### src/rtl/afs_pkg.sv
// ----------------------------------------------------------------------------
// afs_pkg
// Types and constants shared by the ADTS frame synchronizer.
// ----------------------------------------------------------------------------
package afs_pkg;

   typedef enum logic [1:0] {
      MODE_HUNT  = 2'd0,
      MODE_FRAME = 2'd1,
      MODE_LOST  = 2'd2
   } mode_type;

   localparam logic [1:0] STATUS_OK        = 2'd0;
   localparam logic [1:0] STATUS_TRUNCATED = 2'd1;
   localparam logic [1:0] STATUS_SYNC_LOST = 2'd2;
   localparam logic [1:0] STATUS_NO_FRAME  = 2'd3;

   localparam int          HDR_BYTES      = 6;
   localparam logic [2:0]  HDR_COUNT      = 3'd6;
   localparam logic [7:0]  SYNC_BYTE      = 8'hFF;
   localparam logic [3:0]  SYNC_NIBBLE    = 4'hF;
   localparam logic [12:0] MIN_LENGTH     = 13'd7;
   localparam logic [12:0] HDR_LENGTH     = 13'd6;
   localparam logic [15:0] SCAN_LIMIT_RST = 16'd32768;

endpackage

### src/rtl/adts_frame_sync.sv
// ----------------------------------------------------------------------------
// adts_frame_sync: ADTS frame synchronizer, one stream byte per cycle while
// the output is ready. A byte's first result beat is presented next cycle.
// A matched header leaves a burst of six beats, holding off input until its
// last beat; other bytes give at most one beat each. Reset is synchronous.
// ----------------------------------------------------------------------------
module adts_frame_sync (
   input  logic        clock,
   input  logic        reset,
   input  logic        req_valid,
   output logic        req_ready,
   input  logic [7:0]  req_data_byte,
   input  logic        req_end_of_stream,
   input  logic        req_byte_present,
   output logic        rsp_valid,
   input  logic        rsp_ready,
   output logic [7:0]  rsp_out_byte,
   output logic        rsp_byte_valid,
   output logic        rsp_frame_start,
   output logic        rsp_frame_end,
   output logic [12:0] rsp_frame_length,
   output logic [1:0]  rsp_status,
   input  logic        csr_valid,
   output logic        csr_ready,
   input  logic [15:0] csr_scan_limit
);

   import afs_pkg::*;

   logic [15:0] scan_limit_ff;
   logic [47:0] window_ff, window_in;
   logic [2:0]  win_count_ff, win_count_in;
   mode_type    mode_ff, mode_in;
   logic [12:0] bytes_left_ff, bytes_left_in;
   logic [15:0] tested_ff, tested_in;
   logic [12:0] cur_length_ff, cur_length_in;

   logic [47:0] buf_bytes_ff, buf_bytes_in;
   logic [2:0]  buf_count_ff, buf_count_in;
   logic        buf_valid_ff, buf_valid_in;
   logic        buf_start_ff, buf_start_in;
   logic        buf_end_ff, buf_end_in;
   logic [1:0]  buf_status_ff, buf_status_in;
   logic [12:0] buf_length_ff, buf_length_in;

   logic        req_beat;
   logic        rsp_beat;
   logic [47:0] win_shift;
   logic [2:0]  win_count_inc;
   logic [12:0] hdr_length;
   logic        hdr_match;
   logic [12:0] left_dec;

   assign csr_ready = 1'b1;
   assign req_ready = (buf_count_ff == 3'd0) || ((buf_count_ff == 3'd1) && rsp_ready);
   assign req_beat  = req_valid && req_ready;
   assign rsp_beat  = rsp_valid && rsp_ready;

   assign win_shift     = {window_ff[39:0], req_data_byte};
   assign win_count_inc = (win_count_ff < HDR_COUNT) ? win_count_ff + 3'd1 : win_count_ff;
   assign hdr_length    = {win_shift[17:16], win_shift[15:8], win_shift[7:5]};
   assign hdr_match     = (win_shift[47:40] == SYNC_BYTE) &&
                          (win_shift[39:36] == SYNC_NIBBLE) &&
                          (win_shift[34:33] == 2'b00) &&
                          (hdr_length >= MIN_LENGTH);
   assign left_dec      = bytes_left_ff - 13'd1;

   always_comb begin
      logic       frame_done;
      logic       lost_now;
      logic [2:0] res_count;
      logic [47:0] res_bytes;
      logic       res_valid;
      logic       res_start;
      logic       res_end;
      logic [1:0] res_status;
      logic [12:0] res_length;

      frame_done = 1'b0;
      lost_now   = 1'b0;
      res_count  = 3'd0;
      res_bytes  = '0;
      res_valid  = 1'b0;
      res_start  = 1'b0;
      res_end    = 1'b0;
      res_status = STATUS_OK;
      res_length = '0;

      window_in     = window_ff;
      win_count_in  = win_count_ff;
      mode_in       = mode_ff;
      bytes_left_in = bytes_left_ff;
      tested_in     = tested_ff;
      cur_length_in = cur_length_ff;

      buf_bytes_in  = buf_bytes_ff;
      buf_count_in  = buf_count_ff;
      buf_valid_in  = buf_valid_ff;
      buf_start_in  = buf_start_ff;
      buf_end_in    = buf_end_ff;
      buf_status_in = buf_status_ff;
      buf_length_in = buf_length_ff;

      if (rsp_beat) begin
         buf_bytes_in = {buf_bytes_ff[39:0], 8'h00};
         buf_count_in = buf_count_ff - 3'd1;
         buf_start_in = 1'b0;
      end

      if (req_beat) begin
         if (req_byte_present) begin
            case (mode_ff)
               MODE_FRAME: begin
                  bytes_left_in = left_dec;
                  res_count     = 3'd1;
                  res_bytes     = {req_data_byte, 40'h0};
                  res_valid     = 1'b1;
                  res_end       = (left_dec == 13'd0);
                  res_length    = cur_length_ff;
                  if (left_dec == 13'd0) begin
                     mode_in    = MODE_HUNT;
                     tested_in  = '0;
                     frame_done = 1'b1;
                  end
               end
               MODE_LOST: begin
               end
               default: begin
                  window_in    = win_shift;
                  win_count_in = win_count_inc;
                  if (win_count_inc >= HDR_COUNT) begin
                     if (tested_ff >= scan_limit_ff) begin
                        res_count  = 3'd1;
                        res_end    = 1'b1;
                        res_status = STATUS_SYNC_LOST;
                        mode_in    = MODE_LOST;
                        lost_now   = 1'b1;
                     end else begin
                        tested_in = tested_ff + 16'd1;
                        if (hdr_match) begin
                           res_count     = 3'(HDR_BYTES);
                           res_bytes     = win_shift;
                           res_valid     = 1'b1;
                           res_start     = 1'b1;
                           res_length    = hdr_length;
                           cur_length_in = hdr_length;
                           bytes_left_in = hdr_length - HDR_LENGTH;
                           mode_in       = MODE_FRAME;
                           tested_in     = '0;
                           window_in     = '0;
                           win_count_in  = '0;
                        end
                     end
                  end
               end
            endcase
         end

         if (req_end_of_stream) begin
            if (mode_in == MODE_FRAME) begin
               if (res_count != 3'd0) begin
                  res_end    = 1'b1;
                  res_status = STATUS_TRUNCATED;
               end else begin
                  res_count  = 3'd1;
                  res_end    = 1'b1;
                  res_length = cur_length_ff;
                  res_status = STATUS_TRUNCATED;
               end
            end else if (mode_in == MODE_HUNT && !frame_done && !lost_now) begin
               res_count  = 3'd1;
               res_end    = 1'b1;
               res_status = STATUS_NO_FRAME;
            end
            window_in     = '0;
            win_count_in  = '0;
            mode_in       = MODE_HUNT;
            bytes_left_in = '0;
            tested_in     = '0;
            cur_length_in = '0;
         end

         if (res_count != 3'd0) begin
            buf_bytes_in  = res_bytes;
            buf_count_in  = res_count;
            buf_valid_in  = res_valid;
            buf_start_in  = res_start;
            buf_end_in    = res_end;
            buf_status_in = res_status;
            buf_length_in = res_length;
         end
      end
   end

   always_comb begin
      rsp_valid        = (buf_count_ff != 3'd0);
      rsp_out_byte     = buf_bytes_ff[47:40];
      rsp_byte_valid   = buf_valid_ff;
      rsp_frame_start  = buf_start_ff;
      rsp_frame_length = buf_length_ff;
      rsp_frame_end    = (buf_count_ff == 3'd1) ? buf_end_ff : 1'b0;
      rsp_status       = (buf_count_ff == 3'd1) ? buf_status_ff : STATUS_OK;
   end

   always_ff @(posedge clock) begin
      if (reset) begin
         scan_limit_ff <= SCAN_LIMIT_RST;
         window_ff     <= '0;
         win_count_ff  <= '0;
         mode_ff       <= MODE_HUNT;
         bytes_left_ff <= '0;
         tested_ff     <= '0;
         cur_length_ff <= '0;
         buf_count_ff  <= '0;
      end else begin
         if (csr_valid && csr_ready) begin
            scan_limit_ff <= csr_scan_limit;
         end
         window_ff     <= window_in;
         win_count_ff  <= win_count_in;
         mode_ff       <= mode_in;
         bytes_left_ff <= bytes_left_in;
         tested_ff     <= tested_in;
         cur_length_ff <= cur_length_in;
         buf_count_ff  <= buf_count_in;
      end
   end

   always_ff @(posedge clock) begin
      buf_bytes_ff  <= buf_bytes_in;
      buf_valid_ff  <= buf_valid_in;
      buf_start_ff  <= buf_start_in;
      buf_end_ff    <= buf_end_in;
      buf_status_ff <= buf_status_in;
      buf_length_ff <= buf_length_in;
   end

endmodule

### config.mk
export PLATFORM = sky130hd
export DESIGN_NAME = adts_frame_sync
export DESIGN_NICKNAME = d
export VERILOG_FILES = /design/src/rtl/afs_pkg.sv /design/src/rtl/adts_frame_sync.sv
export SDC_FILE = /design/constraint.sdc
export NUM_CORES = 1
export LEC_CHECK = 0
export BUFFER_PORTS_ARGS = -buffer_cell sky130_fd_sc_hd__clkbuf_2
export CAP_MARGIN = 20
export CORE_UTILIZATION = 50
export DETAILED_ROUTE_END_ITERATION = 10
export HOLD_SLACK_MARGIN = 0.02
export PLACE_DENSITY_LB_ADDON = 0.05
export SKIP_LAST_GASP = 1
export SYNTH_ARGS = -nofsm -noshare
export SYNTH_HDL_FRONTEND = slang
export SYNTH_SLANG_ARGS = --single-unit
### constraint.sdc
create_clock -name clock -period 4.1 [get_ports clock]
set_input_delay 0.41 -clock clock [delete_from_list [all_inputs] [get_ports clock]]
set_output_delay 0.41 -clock clock [all_outputs]
set_load 0.03 [all_outputs]
==> impl_metrics.json, run 1 <==
{
  "cp_data_required_time_ns": 4.21,
  "fmax_mhz": 275,
  "antenna_cells": 0,
  "synth_seq_cells": 172,
  "core_um2": 16100,
  "routed_via_density": 5.88,
  "portBuffers": 58,
  "grt_pass1_wl_um": 33800,
  "drtIter0Drc": 603,
  "fin_cells": 1191,
  "timing.critical_path.mode_cell": "a2111oi_0",
  "p_leak_uw": 0.00348,
  "r2r-start": "tested_ff[0]",
  "switching_share": 0.323,
  "cp.arrival_ns": 3.74,
  "cp_top_family": "compound AO/OA/AOI/OAI gates",
  "ys_seq_area_frac": 0.435,
  "post-route-period-util": 0.886,
  "grt_pass1_vias": 6488,
  "seq_power_share": 0.400,
  "n_fill_cell": 1435,
  "setup_viol": 0,
  "wirelength_um": 21100,
  "yosys.cell_types.count": 63,
  "worst_pin_slew_ns": 0.929,
  "p_switching_uw": 1470,
  "finClkSkew_ns": 0.0145,
  "dp.final_hpwl_um": 14000,
  "dp_cells": 1159,
  "fin_tns_setup_ns": 0,
  "synthCells": 944,
  "die_width_um": 131,
  "syn_area_um2": 8300,
  "clkPwrFrac": 0.379,
  "drtPass1Iterations": 5,
  "clkSinkCount": 172,
  "ant_nets": 0,
  "crit_path_end_kind": "flip-flop",
  "ctsResizeCount": 0,
  "crit_chain": "inv_1 > ha_1 > nand2b_1 > a2111oi_0 > o21ai_0 > a2111oi_0 > o31ai_1 > a221oi_2 > o31a_2 > buf_12",
  "cp_max_fo": 61,
  "ys.flop_type": "dfxtp_1",
  "power_density_nw_per_um2": 491,
  "yosys.area.top_type": "dfxtp_1",
  "root_buffer": "clkbuf_16",
  "yosysWarnings": 0,
  "clk_latency_ns": 0.44,
  "vias": 7004,
  "synthesis.nets": 1002,
  "yosys.area.top_type_share": 0.374,
  "finalNetCount": 1020,
  "grt_busiest_layer": "met2",
  "drc": 0,
  "reg2reg_depth": 10,
  "post_cts_buffers": 0,
  "synthTopCellsByArea": "dfxtp_1 (37%), mux2i_1 (7.4%), edfxtp_1 (6.1%)",
  "final-max-slew-violation-count": 0,
  "rows": 46,
  "hp-class": "in2reg",
  "hold_buffers": 0,
  "place_congestion": 0.870,
  "whs_path_depth": 3,
  "cp_num_buf_inv": 2,
  "io_pins": 60,
  "hp-start": "csr_scan_limit[15]",
  "regToRegEndpoint": "buf_status_ff[1]",
  "cts-buffers-inserted": 17,
  "min_to": "scan_limit_ff[15]",
  "dieHeight_um": 131,
  "rsz0062_at_grt": "false",
  "outcome": "finished clean",
  "drive_above_1_share": 0.125,
  "h-tree-depth": 4,
  "use_met2": 0.420,
  "critPathKind": "reg2reg",
  "start_util": 0.517,
  "track_usage": 0.257,
  "p_comb_frac": 0.221,
  "grt_use_met1": 0.343,
  "relSlewSlack": 0.381,
  "max_cap_viol_count": 0,
  "grt_overflow": 0,
  "start_kind": "flip-flop",
  "final_hold_viol_count": 0,
  "areaGrowthSynthToFinish_pct": 11.9,
  "ir_drop_mv": 0.427,
  "synthArstFlopShare": 0,
  "tritoncts": "done",
  "wl_per_cell_um": 17.7,
  "rrSetupSlack_ns": 0.47,
  "syn_avg_cell_area_um2": 8.79,
  "critPathSlowestCell": "a2111oi_0",
  "internal-power_uw": 3090,
  "die_area_um2": 17100,
  "clkSlewWorstSetupHoldPaths_ns": 0.07,
  "slowest_delay_ns": 0.61,
  "clockBufferDepth": 2,
  "met3_usage": 0.0566,
  "grt_antenna_before_repair": 0,
  "synth-edff-count": 17,
  "grt_max_degree": 62,
  "min_period_ns": 3.63
}
worst reg2reg max path, cell delays in order (launching register included):
cell	delay, ns
dfxtp_1	0.40
inv_1	0.06
ha_1	0.26
nand2b_1	0.14
a2111oi_0	0.51
o21ai_0	0.27
a2111oi_0	0.61
o31ai_1	0.15
a221oi_2	0.39
o31a_2	0.21
buf_12	0.27
layer usage:
layer / up-vias / routed length [µm]
li1: 3415 / -
met1: 3393 / 9970
met2: 178 / 9890
met3: 18 / 1020
met4: 0 / 258
met5: - / 0
flip-flops by register name, indices dropped and copies added, names as in the netlist, 13 cells and up:
| signal | count |
|---|---|
| window_ff | 40 |
| rsp_frame_length | 13 |
| buf_bytes_ff | 48 |
| tested_ff | 16 |
| cur_length_ff | 13 |
| scan_limit_ff | 16 |
| bytes_left_ff | 13 |
Yosys cell counts (3+ instances only):
cell type and count:
and3_1 9, a211oi_1 5, buf_1 3, nand4b_1 7
nand4_1 6, or2_2 3, a31oi_1 4, edfxtp_1 17
o21a_1 7, a211o_1 7, xnor2_1 10, inv_1 28
nand2_1 73, or4_1 10, clkbuf_1 52, xor2_1 5
buf_4 11, and2_1 10, o211ai_1 3, mux2i_1 61
a21oi_1 79, nor3_1 12, buf_2 7, a22o_1 13
ha_1 27, nand2b_1 3, nor4_1 3, nor3b_1 15
a22oi_1 41, o21ai_0 59, a21o_1 5, nor2_1 112
o31ai_1 8, or3_1 15, nand3b_1 4, nand3_1 21
dfxtp_1 155
power by group through the flow:
stage | combinational (µW) | sequential [µW] | clock (µW)
5_1_grt | 1090 | 1830 | 1810
3_3_place_gp | 982 | 1860 | 0
3_5_place_dp | 999 | 1860 | 0
6_report | 1010 | 1820 | 1730
2_1_floorplan | 726 | 1870 | 0
4_1_cts | 1010 | 1820 | 1750
cell type report:
class | instances | area [µm²] | area share
multi-input combinational | 668 | 4250 | 0.457
tap | 216 | 270 | 0.0291
sequential | 172 | 3610 | 0.389
timing repair buffer | 73 | 415 | 0.0447
clock inverter | 15 | 205 | 0.0221
clock buffer | 17 | 425 | 0.0458
inverter | 30 | 113 | 0.0121
cells in the final DEF (no fill, tap or decap), drive strengths merged, types with 6 or more instances in the layout:
cell type,count
and3,9
nand3,21
o31ai,8
nand4b,7
edfxtp,17
nand4,6
clkbuf,74
o21ai,61
or4,11
or3,15
a22o,13
a21oi,79
xnor2,10
ha,27
nor3,12
nor3b,15
clkinv,6
buf,16
nor2,112
a211o,7
mux2i,61
dfxtp,155
a22oi,41
inv,35
nand2,73
o21a,7
and2,10
stage by stage:
| step | util | cell area, µm² | hold slack [ns] | power, µW | setup slack, ns |
|---|---|---|---|---|---|
| after detailed placement | 0.539 | 8660 | 0.453 | 2860 | 0.523 |
| after global routing | 0.579 | 9290 | 0.206 | 4740 | 0.0411 |
| after floorplan | - | 8300 | 0.431 | 2600 | 0.823 |
| after global placement | 0.539 | 8660 | 0.445 | 2840 | 0.587 |
| after CTS | 0.579 | 9290 | 0.196 | 4580 | 0.487 |
| final | 0.579 | 9290 | 0.206 | 4560 | 0.468 |
kinds of logic after synthesis:
family	share of synthesized area
AOI/OAI and AO/OA	0.193
xor gates and xnor gates	0.0158
adders and majority gates	0.0407
buffers and inverters	0.0540
DFF	0.435
muxes	0.0749
other	0.000452
and+or+nand+nor	0.186
worst max path at each step:
stage / slack (ns) / to / from / depth (start not counted)
after floorplan: 0.82 / buf_end_ff / tested_ff[0] / 11
after global placement: 0.59 / rsp_frame_length[7] / tested_ff[0] / 10
after detailed placement: 0.52 / rsp_frame_length[7] / tested_ff[0] / 10
after CTS: 0.49 / buf_bytes_ff[40] / tested_ff[0] / 11
after global routing: 0.04 / buf_bytes_ff[41] / tested_ff[0] / 11
final: 0.47 / buf_status_ff[1] / tested_ff[0] / 10
Power figures use the tool's default switching activity.
==> run 2, diff against run 1 <==
--- a/config.mk
+++ b/config.mk
@@ -9,6 +9,7 @@
 export CAP_MARGIN = 20
 export CORE_UTILIZATION = 50
 export DETAILED_ROUTE_END_ITERATION = 10
+export GPL_ROUTABILITY_DRIVEN = 1
 export HOLD_SLACK_MARGIN = 0.02
 export PLACE_DENSITY_LB_ADDON = 0.05
 export SKIP_LAST_GASP = 1
==> constraint.sdc (replaced) <==
create_clock -name clock -period 3.2 [get_ports clock]
set_input_delay 0.32 -clock clock [delete_from_list [all_inputs] [get_ports clock]]
set_output_delay 0.32 -clock clock [all_outputs]
set_load 0.03 [all_outputs]
==> run 2 against run 1 <==
Cell count up 2.9%. Total power up 32%. Wire length up 5.1%. Utilization up 3.0 points. First-iteration DRC count down 22%. Global-route usage up 1.3 points. Highest routed layer unchanged.
==> impl_metrics.json, run 2 (same netlist as run 1, synthesis figures left out) <==
{
  "start_kind": "flip-flop",
  "place_congestion": 0.843,
  "seq_power_share": 0.386,
  "clockBufferDepth": 2,
  "dpl_cell_area_um2": 8930,
  "min_period_ns": 3.10,
  "io_pins": 60,
  "hold_buffers": 0,
  "cp_top_family": "compound AO/OA/AOI/OAI gates",
  "clkSinkCount": 172,
  "finalNetCount": 1054,
  "drtIter0Drc": 469,
  "dp.final_hpwl_um": 15200,
  "hp-start": "csr_scan_limit[15]",
  "crit_path_end_kind": "flip-flop",
  "p_leak_uw": 0.00371,
  "regMostFlops": "buf_bytes_ff",
  "drive_above_1_share": 0.168,
  "antenna_cells": 0,
  "slowest_delay_ns": 0.57,
  "p_switching_uw": 1880,
  "rsz0062_at_grt": "true",
  "outcome": "finished clean",
  "cp.arrival_ns": 3.45,
  "cp_max_fo": 16,
  "vias": 7176,
  "critPathSlowestCell": "or4_4",
  "rows": 46,
  "startpoint": "window_ff[4]",
  "ant_nets": 0,
  "relSlewSlack": 0.446,
  "fmax_mhz": 322,
  "tritoncts": "done",
  "grt_pass1_vias": 6681,
  "final_hold_viol_count": 0,
  "h-tree-depth": 4,
  "portBuffers": 58,
  "grt_antenna_before_repair": 0,
  "r2r-start": "window_ff[4]",
  "max_cap_viol_count": 0,
  "routed_via_density": 5.86,
  "ir_drop_mv": 0.423,
  "internal-power_uw": 4140,
  "wirelength_um": 22200,
  "drtPass1Iterations": 5,
  "final_cell_area_um2": 9760,
  "largestRegisters": "buf_bytes_ff: 48 flops, window_ff: 40 flops",
  "dieHeight_um": 131,
  "die_area_um2": 17100,
  "final_cell_mix": "dfxtp_1 (155), nor2_1 (112), a21oi_1 (78)",
  "worst_pin_slew_ns": 0.830,
  "grt_overflow": 0,
  "cts-buffers-inserted": 17,
  "finClkSkew_ns": 0.00901,
  "largest_register_ffs": 48,
  "areaGrowthSynthToFinish_pct": 17.6,
  "p_comb_frac": 0.240,
  "clk_latency_ns": 0.44,
  "power_density_nw_per_um2": 617,
  "drc": 0,
  "track_usage": 0.270,
  "final-max-slew-violation-count": 0,
  "post-route-period-util": 0.969,
  "fin_hold_ws_ns": 0.105,
  "cp_data_required_time_ns": 3.55,
  "switching_share": 0.312,
  "layout_commonest_cell": "dfxtp_1",
  "grt_max_degree": 44,
  "clkPwrFrac": 0.374,
  "root_buffer": "clkbuf_16",
  "wl_per_cell_um": 18.1,
  "cp_num_buf_inv": 2,
  "setup_viol": 0,
  "n_fill_cell": 1397,
  "die_width_um": 131,
  "hp-class": "in2reg",
  "clkSlewWorstSetupHoldPaths_ns": 0.07,
  "critPathKind": "reg2reg",
  "core_um2": 16100,
  "start_util": 0.517,
  "crit_chain": "or4_4 > nor4b_4 > a211o_1 > a2111oi_4 > o31ai_1 > a221oi_2 > o31a_2 > buf_12 > buf_8 > o21ai_0",
  "grt_pass1_wl_um": 35100
}
## run 2: repair_timing
action | 4_1_cts | 5_1_grt
setup endpoints to repair | 0 | 106
buffers inserted | 0 | 2
resized for setup | 0 | 29
## run 2: path summary, 6_finish.rpt
check | to | depth (start not counted) | slack [ns]
worst max register to register | buf_bytes_ff[8] | 10 | 0.1
worst min-delay path | scan_limit_ff[15] | 3 | 0.10
worst min register to register | buf_bytes_ff[4] | 2 | 0.47
worst max-delay path | buf_bytes_ff[8] | 10 | 0.1
## run 2: layer usage
metal / track usage / routed length (µm)
met4: 0.0920 / 407
met2: 0.419 / 10200
met3: 0.0554 / 1080
met1: 0.372 / 10500
met5: 0 / 0
## run 2: power groups by stage
stage | Clock [µW] | Sequential [µW] | Combinational, µW
after floorplan | 0 | 2400 | 937
after global placement | 0 | 2360 | 1360
after detailed placement | 0 | 2370 | 1370
after CTS | 2290 | 2320 | 1380
after global routing | 2380 | 2330 | 1550
final | 2250 | 2320 | 1450
## run 2: final cells by class
type                       instances  area (µm²)  share of cell area
clock buffer                      20         478              0.0489
multi-input combinational        668        4360               0.446
clock inverter                    12         178              0.0182
inverter                          30         113              0.0115
timing repair buffer             107         757              0.0775
sequential                       172        3610               0.370
tap                              216         270              0.0277
## run 2: stage by stage
stage               TNS [ns]  worst slack (ns)  std cells   util  total power, µW
finish                     0            0.0978       1225  0.608             6020
global route          -0.371           -0.0326       1225  0.608             6270
CTS                        0            0.0185       1221  0.597             5990
detailed placement         0            0.0552       1189  0.556             3740
global placement           0            0.0939       1189  0.556             3720
floorplan                  0            0.0462        944      -             3340
## run 2: worst register-to-register path: cells and delay by family, from the launching register on
kind / cells / cell delay [ns]
AO/OA/AOI/OAI: 6 / 1.45
buffers and inverters: 2 / 0.30
flip-flops: 1 / 0.32
AND/OR/NAND/NOR: 2 / 0.93
